`src/sv/b64u_pkg.sv`:
```
// Shared types and the symbol alphabet for the unpadded URL-safe base64 encoder.
// Used by the front end, the queue and the symbol back end.
`default_nettype none
package b64u_pkg;

  localparam int unsigned BYTE_W  = 8;
  localparam int unsigned GROUP_W = 6;
  localparam int unsigned QUEUE_DEPTH = 2;
  localparam int unsigned QPTR_W  = $clog2(QUEUE_DEPTH);
  localparam int unsigned QCNT_W  = $clog2(QUEUE_DEPTH + 1);

  // One queued work item: one or two 6-bit groups and the end-of-message mark.
  typedef struct packed {
    logic [GROUP_W-1:0] group0;
    logic [GROUP_W-1:0] group1;
    logic               two;
    logic               eom;
  } b64u_entry_t;

  // Maps a 6-bit group to its ASCII code: A-Z, a-z, 0-9, '-', '_'.
  function automatic logic [BYTE_W-1:0] b64u_symbol(input logic [GROUP_W-1:0] g);
    logic [BYTE_W-1:0] gx;
    gx = {2'b00, g};
    if (g < 6'd26) begin
      b64u_symbol = gx + 8'h41;
    end else if (g < 6'd52) begin
      b64u_symbol = gx + 8'h47;
    end else if (g < 6'd62) begin
      b64u_symbol = gx - 8'h04;
    end else if (g == 6'd62) begin
      b64u_symbol = 8'h2D;
    end else begin
      b64u_symbol = 8'h5F;
    end
  endfunction

endpackage
`default_nettype wire

```
`src/sv/b64u_front.sv`:
```
// Front end: takes one byte per request, merges it with leftover bits and
// splits the result into one or two 6-bit groups. Depends on b64u_pkg.
`default_nettype none
module b64u_front (
  input  wire logic                      clk,
  input  wire logic                      rst,
  input  wire logic                      accept,
  input  wire logic [b64u_pkg::BYTE_W-1:0] data_byte,
  input  wire logic                      end_of_message,
  output b64u_pkg::b64u_entry_t          entry
);
  import b64u_pkg::*;

  // Number of leftover bits carried from the previous byte.
  typedef enum logic [1:0] {PH_0, PH_2, PH_4} phase_t;

  phase_t     phase, phase_next;
  logic [3:0] pend, pend_next;

  always_comb begin
    entry.eom  = end_of_message;
    entry.two  = end_of_message;
    phase_next = end_of_message ? PH_0 : PH_2;
    pend_next  = {2'b00, data_byte[1:0]};
    unique case (phase)
      PH_2: begin
        entry.group0 = {pend[1:0], data_byte[7:4]};
        entry.group1 = {data_byte[3:0], 2'b00};
        phase_next   = end_of_message ? PH_0 : PH_4;
        pend_next    = data_byte[3:0];
      end
      PH_4: begin
        entry.group0 = {pend[3:0], data_byte[7:6]};
        entry.group1 = data_byte[5:0];
        entry.two    = 1'b1;
        phase_next   = PH_0;
        pend_next    = 4'd0;
      end
      default: begin
        entry.group0 = data_byte[7:2];
        entry.group1 = {data_byte[1:0], 4'b0000};
      end
    endcase
  end

  always_ff @(posedge clk) begin
    if (rst) begin
      phase <= PH_0;
    end else if (accept) begin
      phase <= phase_next;
    end
    if (accept) begin
      pend <= pend_next;
    end
  end

endmodule
`default_nettype wire

```
`src/sv/b64u_queue.sv`:
```
// Short queue of work items between the front end and the back end.
// Depends on b64u_pkg for the item type and depth.
`default_nettype none
module b64u_queue (
  input  wire logic             clk,
  input  wire logic             rst,
  input  wire logic             push,
  input  wire b64u_pkg::b64u_entry_t push_entry,
  input  wire logic             pop,
  output b64u_pkg::b64u_entry_t head,
  output logic                  full,
  output logic                  not_empty
);
  import b64u_pkg::*;

  b64u_entry_t         mem [QUEUE_DEPTH];
  logic [QPTR_W-1:0]   wr_ptr, rd_ptr;
  logic [QCNT_W-1:0]   count;

  assign full      = (count == QCNT_W'(QUEUE_DEPTH));
  assign not_empty = (count != '0);
  assign head      = mem[rd_ptr];

  always_ff @(posedge clk) begin
    if (rst) begin
      wr_ptr <= '0;
      rd_ptr <= '0;
      count  <= '0;
    end else begin
      if (push) begin
        wr_ptr <= (wr_ptr == QPTR_W'(QUEUE_DEPTH - 1)) ? '0 : wr_ptr + 1'b1;
      end
      if (pop) begin
        rd_ptr <= (rd_ptr == QPTR_W'(QUEUE_DEPTH - 1)) ? '0 : rd_ptr + 1'b1;
      end
      if (push && !pop) begin
        count <= count + 1'b1;
      end else if (pop && !push) begin
        count <= count - 1'b1;
      end
    end
    if (push) begin
      mem[wr_ptr] <= push_entry;
    end
  end

endmodule
`default_nettype wire

```
`src/sv/b64u_back.sv`:
```
// Back end: turns each queued item into one or two ASCII symbols, one per
// cycle unless the output stalls, into the output register. Depends on b64u_pkg.
`default_nettype none
module b64u_back (
  input  wire logic                        clk,
  input  wire logic                        rst,
  input  wire b64u_pkg::b64u_entry_t       head,
  input  wire logic                        not_empty,
  output logic                             pop,
  output logic                             m_tvalid,
  input  wire logic                        m_tready,
  output logic [b64u_pkg::BYTE_W-1:0]      m_tdata,
  output logic                             m_tlast
);
  import b64u_pkg::*;

  logic               sel;
  logic               load;
  logic               last_of_item;
  logic [GROUP_W-1:0] group;

  assign load         = not_empty && (!m_tvalid || m_tready);
  assign last_of_item = !head.two || sel;
  assign pop          = load && last_of_item;
  assign group        = sel ? head.group1 : head.group0;

  always_ff @(posedge clk) begin
    if (rst) begin
      m_tvalid <= 1'b0;
      sel      <= 1'b0;
    end else begin
      if (load) begin
        m_tvalid <= 1'b1;
        sel      <= !last_of_item;
      end else if (m_tready) begin
        m_tvalid <= 1'b0;
      end
    end
    if (load) begin
      m_tdata <= b64u_symbol(group);
      m_tlast <= head.eom && last_of_item;
    end
  end

endmodule
`default_nettype wire

```
`src/sv/base64url_encoder.sv`:
```
// Top level of the unpadded URL-safe base64 encoder: front end, work queue
// and symbol back end. Depends on b64u_pkg, b64u_front, b64u_queue, b64u_back.
//
//   Channel   Dir  tdata bits             tlast
//   s_*       in   [7:0] data_byte        end_of_message
//   m_*       out  [7:0] symbol           final_symbol
//
// Each byte yields one or two symbols; the back end emits one symbol per
// cycle while the output is not stalled, so bytes are sustained at one per
// cycle only while each byte yields one symbol.
// A two-entry queue lets the input keep accepting while the output stalls, until it is full.
// Reset (synchronous) clears the leftover-bit phase, the queue and the
// output valid; a new message starts with no leftover bits.
`default_nettype none
module base64url_encoder (
  input  wire logic                   clk,
  input  wire logic                   rst,
  input  wire logic                   s_tvalid,
  output logic                        s_tready,
  input  wire logic [7:0]             s_tdata,   // [7:0] data_byte
  input  wire logic                   s_tlast,
  output logic                        m_tvalid,
  input  wire logic                   m_tready,
  output logic [7:0]                  m_tdata,   // [7:0] symbol
  output logic                        m_tlast
);
  import b64u_pkg::*;

  b64u_entry_t entry, head;
  logic        accept, full, not_empty, pop;

  assign s_tready = !full;
  assign accept   = s_tvalid && s_tready;

  b64u_front u_front (
    .clk            (clk),
    .rst            (rst),
    .accept         (accept),
    .data_byte      (s_tdata),
    .end_of_message (s_tlast),
    .entry          (entry)
  );

  b64u_queue u_queue (
    .clk        (clk),
    .rst        (rst),
    .push       (accept),
    .push_entry (entry),
    .pop        (pop),
    .head       (head),
    .full       (full),
    .not_empty  (not_empty)
  );

  b64u_back u_back (
    .clk       (clk),
    .rst       (rst),
    .head      (head),
    .not_empty (not_empty),
    .pop       (pop),
    .m_tvalid  (m_tvalid),
    .m_tready  (m_tready),
    .m_tdata   (m_tdata),
    .m_tlast   (m_tlast)
  );

endmodule
`default_nettype wire

```
`config.mk`:
```
export PLATFORM = sky130hd
export DESIGN_NAME = base64url_encoder
export DESIGN_NICKNAME = d
export VERILOG_FILES = /design/src/sv/b64u_pkg.sv /design/src/sv/b64u_front.sv /design/src/sv/b64u_queue.sv /design/src/sv/b64u_back.sv /design/src/sv/base64url_encoder.sv
export SDC_FILE = /design/constraint.sdc
export NUM_CORES = 1
export LEC_CHECK = 0
export BUFFER_PORTS_ARGS = -buffer_cell sky130_fd_sc_hd__clkbuf_2
export CORE_MARGIN = 2
export CORE_UTILIZATION = 49
export CTS_BUF_LIST = sky130_fd_sc_hd__clkbuf_16
export DETAILED_ROUTE_END_ITERATION = 8
export GPL_ROUTABILITY_DRIVEN = 0
export MAX_ROUTING_LAYER = met4
export PLACE_DENSITY = 0.68
export SYNTH_ARGS = -nofsm -noshare
export SYNTH_HDL_FRONTEND = slang
export SYNTH_SLANG_ARGS = --single-unit
export TNS_END_PERCENT = 30
```
`constraint.sdc`:
```
create_clock -name clk -period 7.5 [get_ports clk]
set_clock_uncertainty 0.2 [all_clocks]
set_input_delay 1.125 -clock clk [delete_from_list [all_inputs] [get_ports clk]]
set_output_delay 1.125 -clock clk [all_outputs]
set_load 0.02 [all_outputs]
```
## Word-level counts from Yosys, hierarchy flattened

Memory sizes are Yosys's and may differ from the RTL's. A register that Yosys moved wholly into a read port is not among the register bits.
Cells that the tools add are included.

- Equality and inequality tests: 4
- Muxes and demuxes: 21
- Magnitude comparators: 3
- Add/subtract/negate cells: 7
- Reductions and logical operators: 17

Operators with widths:

| cell | number |
|---|---|
| $mux W8 | 3 |
| $pmux W12 S2 | 1 |
| $add A6 B7 Y8 const B | 2 |
| $lt A6 B6 Y1 const B | 2 |
| $mux W1 | 10 |
| $pmux W4 S2 | 1 |
| $mux W7 | 1 |
| $sub A6 B3 Y7 const B | 1 |
| $eq A6 B6 Y1 const B | 1 |
| $logic_and A1 B1 Y1 | 6 |
| $logic_not A1 Y1 | 6 |
| $lt A6 B5 Y1 const B | 1 |
| $mux W2 | 3 |
| $mux W6 | 1 |
| $reduce_bool A2 Y1 | 3 |
| $eq A2 B2 Y1 const B | 2 |
| $pmux W2 S2 | 1 |
| $add A1 B1 Y1 const B | 2 |
| $add A2 B1 Y2 const B | 1 |
| $eq A2 B1 Y1 const B | 1 |
| $logic_or A1 B1 Y1 | 2 |
| $sub A2 B1 Y2 const B | 1 |

- Bits in writable memories: 28
- Input port bits: 13
- Memories: 1
- Flip-flop bits (word level): 21

Memories:

| memory | depth | bits a word | read ports | clocked after Yosys merged registers in | wr ports | RTL line | RTL |
|---|---|---|---|---|---|---|---|
| u_queue.mem | 2 | 14 | 1 | 1 | 1 | b64u_queue.sv:16 | `b64u_entry_t mem [QUEUE_DEPTH];` |

## Longest topological paths before layout

Gate-level depths: netlist of run 1.

- Depth after elaboration: 7
- Depth in mapped cells: 10
- Depth with buffers taken out: 8

## By module

From an unflattened synthesis of run 1, not the netlist that was laid out.

- Cells, all modules: 237
- Area total of the unflattened synthesis: 2766.4 µm²

Modules (own cells, without submodules):

| module | cells each | times used | area an instance (µm²) | sequential area each (µm²) |
|---|---|---|---|---|
| b64u_queue | 65 | 1 | 1216.2 | 940.9 |
| b64u_back | 113 | 1 | 1044.8 | 310.3 |
| b64u_front | 57 | 1 | 495.5 | 160.2 |
| base64url_encoder | 2 | 1 | 10.0 | 0.0 |

## Worst setup path after synthesis of run 1

No wires, ideal clock.

- Kind: input to register
- From: input port m_tready
- To: register u_queue.count[1]
- Data required time: 7.230 ns
- Slack: 4.624 ns
- Path buffers: 0
- Cell stages on the path: 6
- Arrival: 2.606 ns
- Cells stage by stage: nand2b_1 -> o21a_1 -> o21ai_0 -> ha_1 -> or3_1 -> a21oi_1

- Cells in the longest elaborated chain, start to end: 6

Ends and longest elaborated chain:

| element | RTL line | RTL |
|---|---|---|
| start, declared | base64url_encoder.sv:23 | `input wire logic m_tready,` |
| $logic_or A1 B1 Y1 * | b64u_back.sv:22 | `assign load = not_empty && (!m_tvalid \|\| m_tready);` |
| $logic_and A1 B1 Y1 * | b64u_back.sv:22 |  |
| via u_back.load | b64u_back.sv:18 | `logic load;` |
| $logic_and A1 B1 Y1 * | b64u_back.sv:24 | `assign pop = load && last_of_item;` |
| $logic_not A1 Y1 | b64u_queue.sv:36 | `if (push && !pop) begin` |
| $logic_and A1 B1 Y1 | b64u_queue.sv:36 |  |
| $mux W2 or $reduce_bool A2 Y1 (tied branches) | -- |  |
| end signal, assigned | b64u_queue.sv:37 | `count <= count + 1'b1;` |
| end signal, assigned | b64u_queue.sv:39 | `count <= count - 1'b1;` |
| end, declared | b64u_queue.sv:18 | `logic [QCNT_W-1:0] count;` |

Mark *: on every way through the listed nets, which the timed path passes. The rest lies on a longest branch.
A chain may end at the register's enable or synchronous reset.

==> results of run 1 <==
==> kinds of logic (layout without fill, tap and decap cells) <==
family	Yosys count	in the layout	share of synthesized area, %
AO/OA/AOI/OAI	57	57	15.0
XOR/XNOR	4	4	1.43
adder cells (fa/ha/maj)	8	8	4.09
buffers and inverters	23	43	4.39
flip-flops	50	50	57.6
AND/OR/NAND/NOR	51	51	10.4
multiplexers	10	10	7.15
==> flip-flops by register name, summed over array words and instances (netlist names), named ones only <==
| signal | flops |
|---|---|
| u_queue.mem | 28 |
| u_queue.count | 2 |
| u_back.m_tlast | 1 |
| u_queue.wr_ptr | 1 |
| u_back.m_tvalid | 1 |
| u_back.m_tdata | 8 |
| u_queue.rd_ptr | 1 |
| u_front.phase | 2 |
| u_back.sel | 1 |
| u_front.pend | 4 |
==> critical path, cell delays in order, from the launching register on <==
cell and delay (ps):
dfxtp_1 630, mux4_2 650, inv_1 150, ha_1 260, nand3b_2 290, mux2i_1 250, mux2i_1 90, a31oi_1 220
==> area by class of cell <==
cell class                 count  area share, %
sequential                    50           51.2
multi-input combinational    130           33.8
clock buffer                   5           4.54
timing repair buffer          23           4.18
tap                           67           3.04
inverter                      12           1.63
clock inverter                 3           1.59
==> metrics by stage <==
step | worst slack (ps) | area [µm²] | power, W | instances
2_1_floorplan | 4620 | 2450 | 0.000790 | 203
3_3_place_gp | 4400 | 2590 | 0.000876 | 282
3_5_place_dp | 4320 | 2590 | 0.000878 | 282
4_1_cts | 4560 | 2760 | 0.00113 | 290
5_1_grt | 4420 | 2760 | 0.00120 | 290
6_report | 4580 | 2760 | 0.00112 | 290
==> report_power, final <==
group / switching (W) / internal [W]
combinational: 0.000272 / 0.000170
clock: 0.0000930 / 0.000158
sequential: 0.0000341 / 0.000396
total: 0.000399 / 0.000724
==> cell usage in the layout, fill, tap and decap left out, drive strengths merged <==
cell	netlist	routed
edfxtp	41	41
clkbuf	5	28
a21oi	18	18
nor2	16	16
nand2	15	15
o21ai	13	13
inv	12	13
dfxtp	9	9
a22oi	8	8
ha	8	8
mux4	6	6
mux2i	4	4
xor2	4	4
nand2b	3	3
o21a	3	3
and3b	3	3
nor3	3	3
and3	3	3
a21o	3	3
nor3b	3	3
a211o	2	2
a31oi	2	2
and2	2	2
o31a	1	1
o22a	1	1
nand3b	1	1
a211oi	1	1
a311oi	1	1
a21boi	1	1
a32oi	1	1
a41oi	1	1
o22ai	1	1
or2	1	1
or3	1	1
clkinv	0	1
bufinv	0	1
==> metal layers <==
layer	global-route usage, %	vias up
li1	-	789
met1	21.2	709
met2	23.8	28
met3	4.02	8
met4	6.35	0
met5	-	-
==> worst min path at each step <==
stage / start / to / slack (ps) / cells past startpoint
floorplan: u_queue.rd_ptr / flop / 270 / 2
global placement: u_back.m_tvalid / u_back.m_tvalid / 290 / 2
detailed placement: u_back.m_tvalid / u_back.m_tvalid / 290 / 2
CTS: u_back.m_tvalid / u_back.m_tvalid / 310 / 2
global route: u_queue.count[1] / u_queue.count[1] / 350 / 2
finish: u_back.m_tvalid / u_back.m_tvalid / 310 / 2
==> impl.org, run 1 <==
** Timing
- After routing, the total negative slack on setup checks comes to 0 ps.
- Setup repair after global routing missed its margin :: false
- Setup violations remaining at the end of the flow were counted as 0.
- Final hold analysis gives a worst-case slack of 310 ps.
- Total count of max-transition violations in the final report :: 0
- Period minus WS final :: 2920 ps
- Part of the cycle the worst path needs :: 39.0%
- Measured slew at the worst slew-check pin :: 1140 ps
- Static timing analysis puts the maximum clock frequency at 342 MHz.
- Worst slew margin :: 23.8%
- Fin. Hold Viols :: 0

** Logic synthesis
- Synthesized flop and latch total :: 50
- Post-synth EDFFs :: 41
- Synthesis produced a netlist whose cell count is 203.
- By instance count, the leading cell after synthesis is edfxtp_1.
- Post-Syn Nets :: 224
- By area the synthesized netlist is led by edfxtp_1 50%, dfxtp_1 7.4%, mux4_2 5.5%.
- The Yosys step of the flow raised 0 warnings.
- Yosys top cell area share :: 50.3%
- By count the netlist is led by 41 x edfxtp_1, 17 x a21oi_1, 16 x nor2_1, 15 x nand2_1, 13 x o21ai_0.
- Among all flip-flop cells after synthesis, the most frequent one is edfxtp_1.
- The largest total area in the synthesized netlist belongs to edfxtp_1.
- Async set-or-reset flop fraction in the synthesized netlist :: 0%
- The netlist uses 39 different library cells.
- Syn Std Cell Area :: 2450 µm²
- The share of the Yosys chip area taken by registers is 57.6%.
- Mean Syn Cell Area :: 12.1 µm²

** Hold path
- Hold WC Path Type :: reg2reg

** Detailed routing
- Total vias in the final route :: 1,534
- In this run the remaining antenna-violating nets after routing total 0.
- Dividing the detail-routed via count by the number of cells gives 5.29.
- Routed signal wires occupy layers up through met4.
- The routed design uses 137 µm of met3 wire.
- Met1 wire length :: 1950 µm
- Detailed-route wire length :: 3920 µm
- DRC Markers :: 0
- The routed design uses 1760 µm of met2 wire.
- The pre-antenna-repair detailed-routing pass consisted of 5 iterations.
- The first routing iteration left 57 violations.
- Routed wire per std cell :: 13.5 µm

** Clocking
- After clock tree synthesis, the clock-pin slew on the worst setup and hold paths is 70 ps.
- For this design, the CTS-stage hold fixing added 0 buffers.
- The root buffer cell chosen for the clock tree is clkbuf_16.
- Clock H-tree levels :: 2
- CTS saw 50 sinks.
- TritonCTS clock tree :: built
- Counting the buffers created by CTS gives 5.
- After clock tree synthesis, the repair step resized 0 gates.
- Setup fix buffers added after clock tree synthesis :: 0
- Latest clock arrival within the worst-skew pair :: 290 ps
- Number of buffers between clock root and the deepest sink :: 2

** Final layout
- Fill cell instance count of the final layout :: 402
- For this run, the post-layout net count is 243.
- Area of the multi-input gates :: 931 µm²
- Layout area overhead :: 12.5%
- Registers take 1410 µm².
- Once layout is complete, the utilization of the core stands at 57.6%.
- Layout cells sized above 1 :: 17.9%
- The repair_antennas step left the layout with diodes totalling 0.

** Floorplanning
- The die covers 5580 µm².
- Total core area :: 4790 µm²
- DIE HEIGHT :: 74.7 µm
- The floorplan has 25 rows.
- Pin placement for this block handled 24 I/O pins.
- Initial core utilization :: 51.2%
- The floorplan step set the die width to 74.7 µm.

** Setup path
- R2r endpoint :: u_back.m_tdata[3]
- Req. time, crit path :: 7400 ps
- STA puts the critical path data arrival time at 2830 ps.
- CP Class :: reg2reg
- The worst setup path is captured at a flop.
- Setup crit start kind :: flop
- Measured in cells, the most critical reg-to-reg path has a length of 7.
- In this run the worst setup path terminates at u_back.m_tdata[3].
- Max FO, Critical Path :: 10
- Across all register-to-register paths, the minimum setup slack is 4580 ps.

** Run status
- Outcome :: finished clean

** Global routing
- Entering global routing, the biggest net connects 24 pins.
- Global-route total usage across every layer :: 16.0%
- The number of global-route vias before repair was 1,411.
- Global-route wire length before repair :: 6470 µm
- Number of antenna violations at the first check in global routing :: 0
- Total grt overflow :: 0

** Place
- The HPWL after detailed placement is 2800 µm.
- I/O Buffers :: 23

** Power and ir drop
- Leakage dissipation :: 1.07 nW
- Pwr dens :: 408 nW/µm²
- The worst-case IR drop observed on VDD is 0.181 mV.

** Job
- Max-cap violations in this run came to 0.
No activity file was read; power rests on OpenSTA's default activity.
==> run 2, diff against run 1 <==
Settings changed: PLACE_DENSITY 0.68 to 0.71.
Clock period 7.5 ns to 2.45 ns, I/O delays scaled along.
==> run 2 against run 1 <==
Global-route usage up 2.5 points; register-to-register slack worse by 4500 ps; largest cell class unchanged; highest routed layer unchanged; first-iteration DRC count rose by 96%; worst hold slack lost 190 ps; cell area rose by 8.2%; non-clock buffer count rose by 22; via count is 7.9% higher; routed wire length grew 15%.
==> impl.org, run 2 (same netlist as run 1, synthesis figures left out) <==
** Run status
- The flow ran to the end, and the final reports show no timing, DRC or antenna violations.

** Clocking
- Latest clock arrival within the worst-skew pair :: 280 ps (about the same)
- The tree is rooted in a clkbuf_16.
- The number of buffers on the longest clock path came to 2 (unchanged).
- CTS clk-pin slew, worst paths :: 60 ps (about the same)
- The deepest level of the CTS H-tree is 2 (unchanged).
- Count of clock tree sinks :: 50 (unchanged)
- TritonCTS clock tree :: built
- Post-cts hold buffer count :: 0 (unchanged)
- The number of buffers inserted during clock tree synthesis is 5 (unchanged).

** Hold path
- Hold WC Path Type :: in2reg
- In this run the most critical hold path is launched from s_tlast.

** Power and ir drop
- Pwr dens :: 1280 nW/µm² (+210%)
- The total design power is 0.00383 W (+240%).
- The switching power of the nets is 0.00134 W (+230%).
- Internal Dissipation :: 0.00249 W (+240%)
- The portion of total power attributed to combinational logic was 46.2% (+6.8 points).
- Leakage dissipation :: 1.18 nW (+11%)
- The relative contribution of the clock network to total power was 19.8% (-2.5 points).
- The sequential fraction of design power came to 34.0% (-4.3 points).
- Switching part of the total power :: 34.9% (-0.64 points)
- Maximum vdd ir drop :: 0.544 mV (+200%)

** Detailed routing
- Detailed-route wire length :: 4510 µm (+15%)
- Iteration-0 DRC Markers :: 112 (+96%)
- The detailed-routing iteration count for the pre-antenna-repair pass is 4 (-1).
- The via density per instance is 5.30 (+0.28%).
- Post-DRT Antenna Nets :: 0 (unchanged)
- Routed wire per std cell :: 14.5 µm (+6.9%)
- DRC Markers :: 0 (unchanged)
- The total via count in the routed design was 1,655 (+7.9%).

** Setup path
- Req. time, crit path :: 2290 ps (-5110 ps)
- Setup crit start kind :: flop
- The worst path arrival time is 2220 ps (-610 ps).
- The largest fanout on the critical path came to 5 (-5).
- Worst setup EP type :: flop
- The critical path is of the reg2reg type.

** Timing
- Total count of max-transition violations in the final report :: 0 (unchanged)
- Measured slew at the worst slew-check pin :: 623 ps (-517 ps)
- Period minus WS final :: 2390 ps (-539 ps)
- Setup repair after global routing missed its margin :: true
- Fin. Hold Viols :: 0 (unchanged)
- Part of the cycle the worst path needs :: 97.4% (+58 points)
- Maximum clock frequency :: 419 MHz (+23%)
- The total setup violations reported at the end of the flow came to 0 (unchanged).
- The worst-case headroom to the max-slew limit came to 58.5% (+35 points).

** Final layout
- Fill cell instance count of the final layout :: 395 (-1.7%)
- Number of nets in the layout :: 265 (+9.1%)
- Leading cell types in the layout, fill and taps excluded :: 41 x edfxtp_1, 23 x clkbuf_2, 19 x buf_4, 17 x a21oi_1, 16 x nor2_1
- Final cell count without fillers :: 312 (+7.6%)
- Layout cells sized above 1 :: 28.2% (+10 points)
- Largest register FFs :: 28 (unchanged)
- Total inserted antenna cells :: 0 (unchanged)
- The area growth from synthesis to layout is 21.7%.
- Biggest register :: u_queue.mem
- The library cell used most frequently in the layout, excluding fill and tap cells, is edfxtp_1.
- The largest registers in the layout are u_queue.mem (28), u_back.m_tdata (8), u_front.pend (4).

** Global routing
- Number of antenna violations at the first check in global routing :: 0 (unchanged)
- The total congestion overflow is 0 (unchanged).
- The number of global-route vias before repair is 1,575 (+12%).
- Global-route total usage across every layer :: 18.5% (+2.5 points)
- The largest net degree at the start of global routing was 24 (unchanged).
- Global-route wire length before repair :: 7510 µm (+16%)

** Place
- I/O Buffers :: 23 (unchanged)
- The cell count after placement came to 301 (+6.7%).
- The post-DP HPWL came to 3210 µm (+14%).

** Job
- The number of maximum-capacitance violations came to 0 (unchanged).

** Floorplanning
- Core Rows :: 25 (unchanged)
- Count of boundary I/O pins :: 24 (unchanged)
- The area inside the core boundary is 4790 µm² (unchanged).
- DIE HEIGHT :: 74.7 µm (unchanged)
- Die extent in x :: 74.7 µm (unchanged)
- Initial core utilization :: 51.2% (unchanged)
- The area of the die was 5580 µm² (unchanged).
run 2: stage by stage:
step | hold slack, ps | util, % | cell area, µm² | setup WS [ps] | TNS [ps]
2_1_floorplan | 266 | - | 2460 | 12.8 | 0
3_3_place_gp | 284 | 57.1 | 2730 | 12.0 | 0
3_5_place_dp | 292 | 57.1 | 2730 | -15.6 | -26.8
4_1_cts | 119 | 60.6 | 2900 | 29.6 | 0
5_1_grt | 149 | 62.3 | 2980 | -23.6 | -23.6
6_report | 123 | 62.3 | 2980 | 64.1 | 0
run 2: final timing paths:
| kind | end | slack (ps) | depth (start not counted) |
|---|---|---|---|
| setup / recovery | u_back.m_tdata[5] | 60 | 9 |
| hold / removal | u_queue.mem[0][0] | 120 | 1 |
| setup reg to reg | u_back.m_tdata[5] | 60 | 9 |
| hold reg to reg | u_back.m_tvalid | 300 | 2 |
run 2: layout make-up:
cell class	instances	area [µm²]	share of cell area, %
flip-flops and latches	50	1420	47.5
well taps	67	83.8	2.81
clock buffers	5	125	4.20
multi-input cells	130	981	32.9
inverters	12	45.0	1.51
clock inverters	3	40.0	1.34
repair buffers	45	292	9.78
run 2: power groups by stage:
stage,clock [W],sequential [W],combinational [W]
2_1_floorplan,0,0.00139,0.00104
3_3_place_gp,0,0.00131,0.00158
3_5_place_dp,0,0.00132,0.00160
4_1_cts,0.000769,0.00130,0.00164
5_1_grt,0.000798,0.00133,0.00196
6_report,0.000757,0.00130,0.00177
run 2: repair_timing:
action | 4_1_cts | 5_1_grt
pin swaps | 0 | 2
resized for setup | 2 | 12
setup buffers | 0 | 3
setup endpoints to repair | 3 | 3
run 2: worst max-delay path, cell delays in order (launching register included):
cell	delay, ps
dfxtp_4	370
mux4_2	440
buf_6	130
inv_2	40
ha_4	150
buf_4	120
buf_4	140
nor3_1	290
a21oi_1	70
o22a_1	200
run 2: layer usage:
layer | GRT usage, % | vias up | part of all wire (%)
met4 | 5.16 | 0 | 1.3
met1 | 24.3 | 774 | 44
met5 | - | - | 0
met2 | 29.3 | 37 | 51
met3 | 3.88 | 7 | 3.8
li1 | - | 837 | -
==> run 3, diff against run 2 <==
Settings changed: REMOVE_ABC_BUFFERS set to 1.
==> run 3 against run 2 <==
Combinational power decreased by 4%; first-iteration DRC count decreased by 12%; register-to-register slack about the same; fmax increased by 0.50%; via count increased by 1.8%; non-clock buffer count increased by 3; cell area decreased by 1.5%; sequential power about the same; routed wire length decreased by 5.5%.
==> impl.org, run 3 (same netlist as run 1, synthesis figures left out) <==
** Final layout
- The number of nets in the layout was 268 (+1.1%).
- Layout cells sized above 1 :: 27.8% (-0.34 points)
- In the final layout, the registers with the most flip-flops are u_queue.mem (28), u_back.m_tdata (8), u_front.pend (4).
- Layout area overhead :: 19.9%
- Area of the multi-input gates :: 948 µm² (-3.3%)
- Leading cell types in the layout, fill and taps excluded :: 41 x edfxtp_1, 25 x buf_4, 23 x clkbuf_2, 16 x nor2_1, 16 x a21oi_1
- Flip-flop and latch area :: 1410 µm² (-0.18%)
- The number of flip-flops in the largest register was 28 (unchanged).
- The fill cell total of the finished layout is 377 (-4.6%).
- The post-route core utilization came to 61.4% (-0.92 points).
- The library cell used most frequently in the layout, excluding fill and tap cells, is edfxtp_1.
- Biggest register :: u_queue.mem
- The diode insertion count for antenna repair was 0 (unchanged).

** Setup path
- The depth of the most critical reg-to-reg path is 7 (-2).
- The required time reported for the critical path endpoint was 2280 ps (about the same).
- Setup crit start kind :: flop
- The largest fanout on the critical path is 6 (+1).
- The worst path arrival time is 2200 ps (-20 ps).
- In this design, the largest share of critical-path delay is due to multiplexers.
- The critical path buffer and inverter count was 1 (-3).
- R2r endpoint :: u_back.m_tdata[3]
- Crit-path slowest cell :: mux4_2
- CP Class :: reg2reg
- The register-to-register path setup slack was 80 ps (about the same).
- Cell-by-cell trace of the critical path :: buf_4 -> mux4_2 -> ha_2 -> a21o_1 -> a21oi_4 -> mux2i_1 -> a31oi_1
- STA classifies the critical path endpoint as a flop.
- Largest stage delay on the critical path :: 530 ps (+90 ps)

** Power and ir drop
- Leakage dissipation :: 1.18 nW (about the same)
- Pwr dens :: 1250 nW/µm² (-2.6%)
- Maximum vdd ir drop :: 0.587 mV (+7.9%)

** Floorplanning
- Core Rows :: 25 (unchanged)
- Count of boundary I/O pins :: 24 (unchanged)
- DIE HEIGHT :: 74.7 µm (unchanged)
- Floorplan die area :: 5580 µm² (unchanged)
- Total core area :: 4790 µm² (unchanged)
- Die extent in x :: 74.7 µm (unchanged)
- Initial core utilization :: 51.2% (unchanged)

** Timing
- Fin. Hold Viols :: 0 (unchanged)
- The time the final worst path needs with I/O delays and setup was 2370 ps (-11.8 ps).
- Final worst-path setup slack :: 75.9 ps (+11.8 ps)
- The maximum operating frequency was 421 MHz (+0.50%).
- Endpoints failing setup :: 0 (unchanged)
- The worst-case headroom to the max-slew limit came to 57.0% (-1.5 points).
- Setup repair after global routing could not meet its margin everywhere.
- Total count of max-transition violations in the final report :: 0 (unchanged)
- The ratio of final minimum period to clock period came to 96.9% (-0.48 points).
- The transition time of the tightest slew-check pin is 645 ps (+22.3 ps).
- The setup TNS after final layout came to 0 ps (unchanged).
- The worst hold slack after final layout was 127 ps (+3.83 ps).

** Hold path
- The startpoint identified for the worst hold timing path is s_tlast.
- The worst hold path terminates at u_queue.mem[0][0].
- Cell depth of the worst min-delay path :: 1 (unchanged)
- Hold WC Path Type :: in2reg

** Job
- Number of max-cap violations :: 0 (unchanged)

** Clocking
- The clock transition at the registers of the reported paths is 60 ps (about the same).
- The number of buffers on the longest clock path came to 2 (unchanged).
- Root Driver :: clkbuf_16
- The worst-skew pair later-pin latency is 280 ps (about the same).
- Number of buffers added by the clock tree synthesis step :: 5 (unchanged)
- TritonCTS clock tree :: built
- Count of clock tree sinks :: 50 (unchanged)
- Clock H-tree levels :: 2 (unchanged)

** Detailed routing
- The total routed wirelength is 4260 µm (-5.5%).
- The detailed-routing iteration count for the pre-antenna-repair pass is 4 (unchanged).
- Total vias in the final route :: 1,684 (+1.8%)
- The number of DRC markers in iteration 0 is 99 (-12%).
- Post-DRT Antenna Nets :: 0 (unchanged)
- Routed wire per std cell :: 13.5 µm (-6.4%)
- DRC Markers :: 0 (unchanged)
- Vias per cell :: 5.35 (+0.78%)

** Global routing
- Global-route total usage across every layer :: 17.0% (-1.4 points)
- Via count of the first global-routing pass :: 1,503 (-4.6%)
- The largest net degree at the start of global routing was 24 (unchanged).
- The total congestion overflow is 0 (unchanged).
- Number of antenna violations at the first check in global routing :: 0 (unchanged)
- Global-route wire length before repair :: 6900 µm (-8.2%)

** Place
- Placed wire-length estimate :: 3110 µm (-2.9%)
- The total of buffers placed on input and output ports came to 23 (unchanged).
- DP Worst Slack :: 29.9 ps (+45.4 ps)

** Run status
- Outcome :: finished clean
-- run 3: cell count changes in the layout (fill, tap and decap cells not counted), sizes merged --
cell / previous run / this run
buf: 22 / 25
bufinv: 1 / 0
clkinv: 2 / 1
clkinvlp: 0 / 1
inv: 12 / 13
-- run 3: area by class of cell --
cell class | instances | share of cell area, %
Clock inverter | 3 | 0.681
Tap cell | 67 | 2.85
Sequential cell | 50 | 48.1
Inverter | 12 | 1.53
Timing Repair Buffer | 48 | 10.3
Multi-Input combinational cell | 130 | 32.3
Clock buffer | 5 | 4.26
-- run 3: worst max path at each step --
stage	startpoint	endpoint	slack [ps]	cells past startpoint
2_1_floorplan	flop	u_back.m_tdata[3]	-150	6
3_3_place_gp	flop	u_back.m_tdata[3]	70	8
3_5_place_dp	flop	u_back.m_tdata[3]	30	7
4_1_cts	flop	u_back.m_tdata[3]	10	8
5_1_grt	flop	u_back.m_tdata[3]	-50	7
6_report	flop	u_back.m_tdata[3]	80	7
-- run 3: layer usage --
layer,share of wire (%),track usage (%),up-vias
met5,0,-,-
met4,1.1,4.76,0
met3,3.7,4.02,7
met2,51,27.2,46
met1,45,21.9,791
li1,-,-,840
-- run 3: metrics by stage --
| step | instance area (µm²) | std cells | power (W) |
|---|---|---|---|
| 2_1_floorplan | 2390 | 192 | 0.00236 |
| 3_3_place_gp | 2760 | 305 | 0.00292 |
| 3_5_place_dp | 2760 | 305 | 0.00295 |
| 4_1_cts | 2900 | 313 | 0.00363 |
| 5_1_grt | 2940 | 315 | 0.00393 |
| 6_report | 2940 | 315 | 0.00367 |
-- run 3: power by group --
group / switching, W / internal, W / total [W]
Clock: 0.000294 / 0.000378 / 0.000673
Combinational: 0.000927 / 0.000774 / 0.00170
Sequential: 0.0000884 / 0.00121 / 0.00130
-- run 3: worst reg2reg max path, delay by kind of cell (launching register included) --
kind | cells | cell delay [ps]
compound gates | 3 | 480
fa+ha+maj | 1 | 230
buf+inv | 1 | 120
flops | 1 | 360
mux | 2 | 740
-- run 3: what timing repair did --
item,4_1_cts,5_1_grt
pin swaps,1,2
setup endpoints to repair,1,7
setup buffers,0,2
hold buffers,0,0
resized for setup,0,6
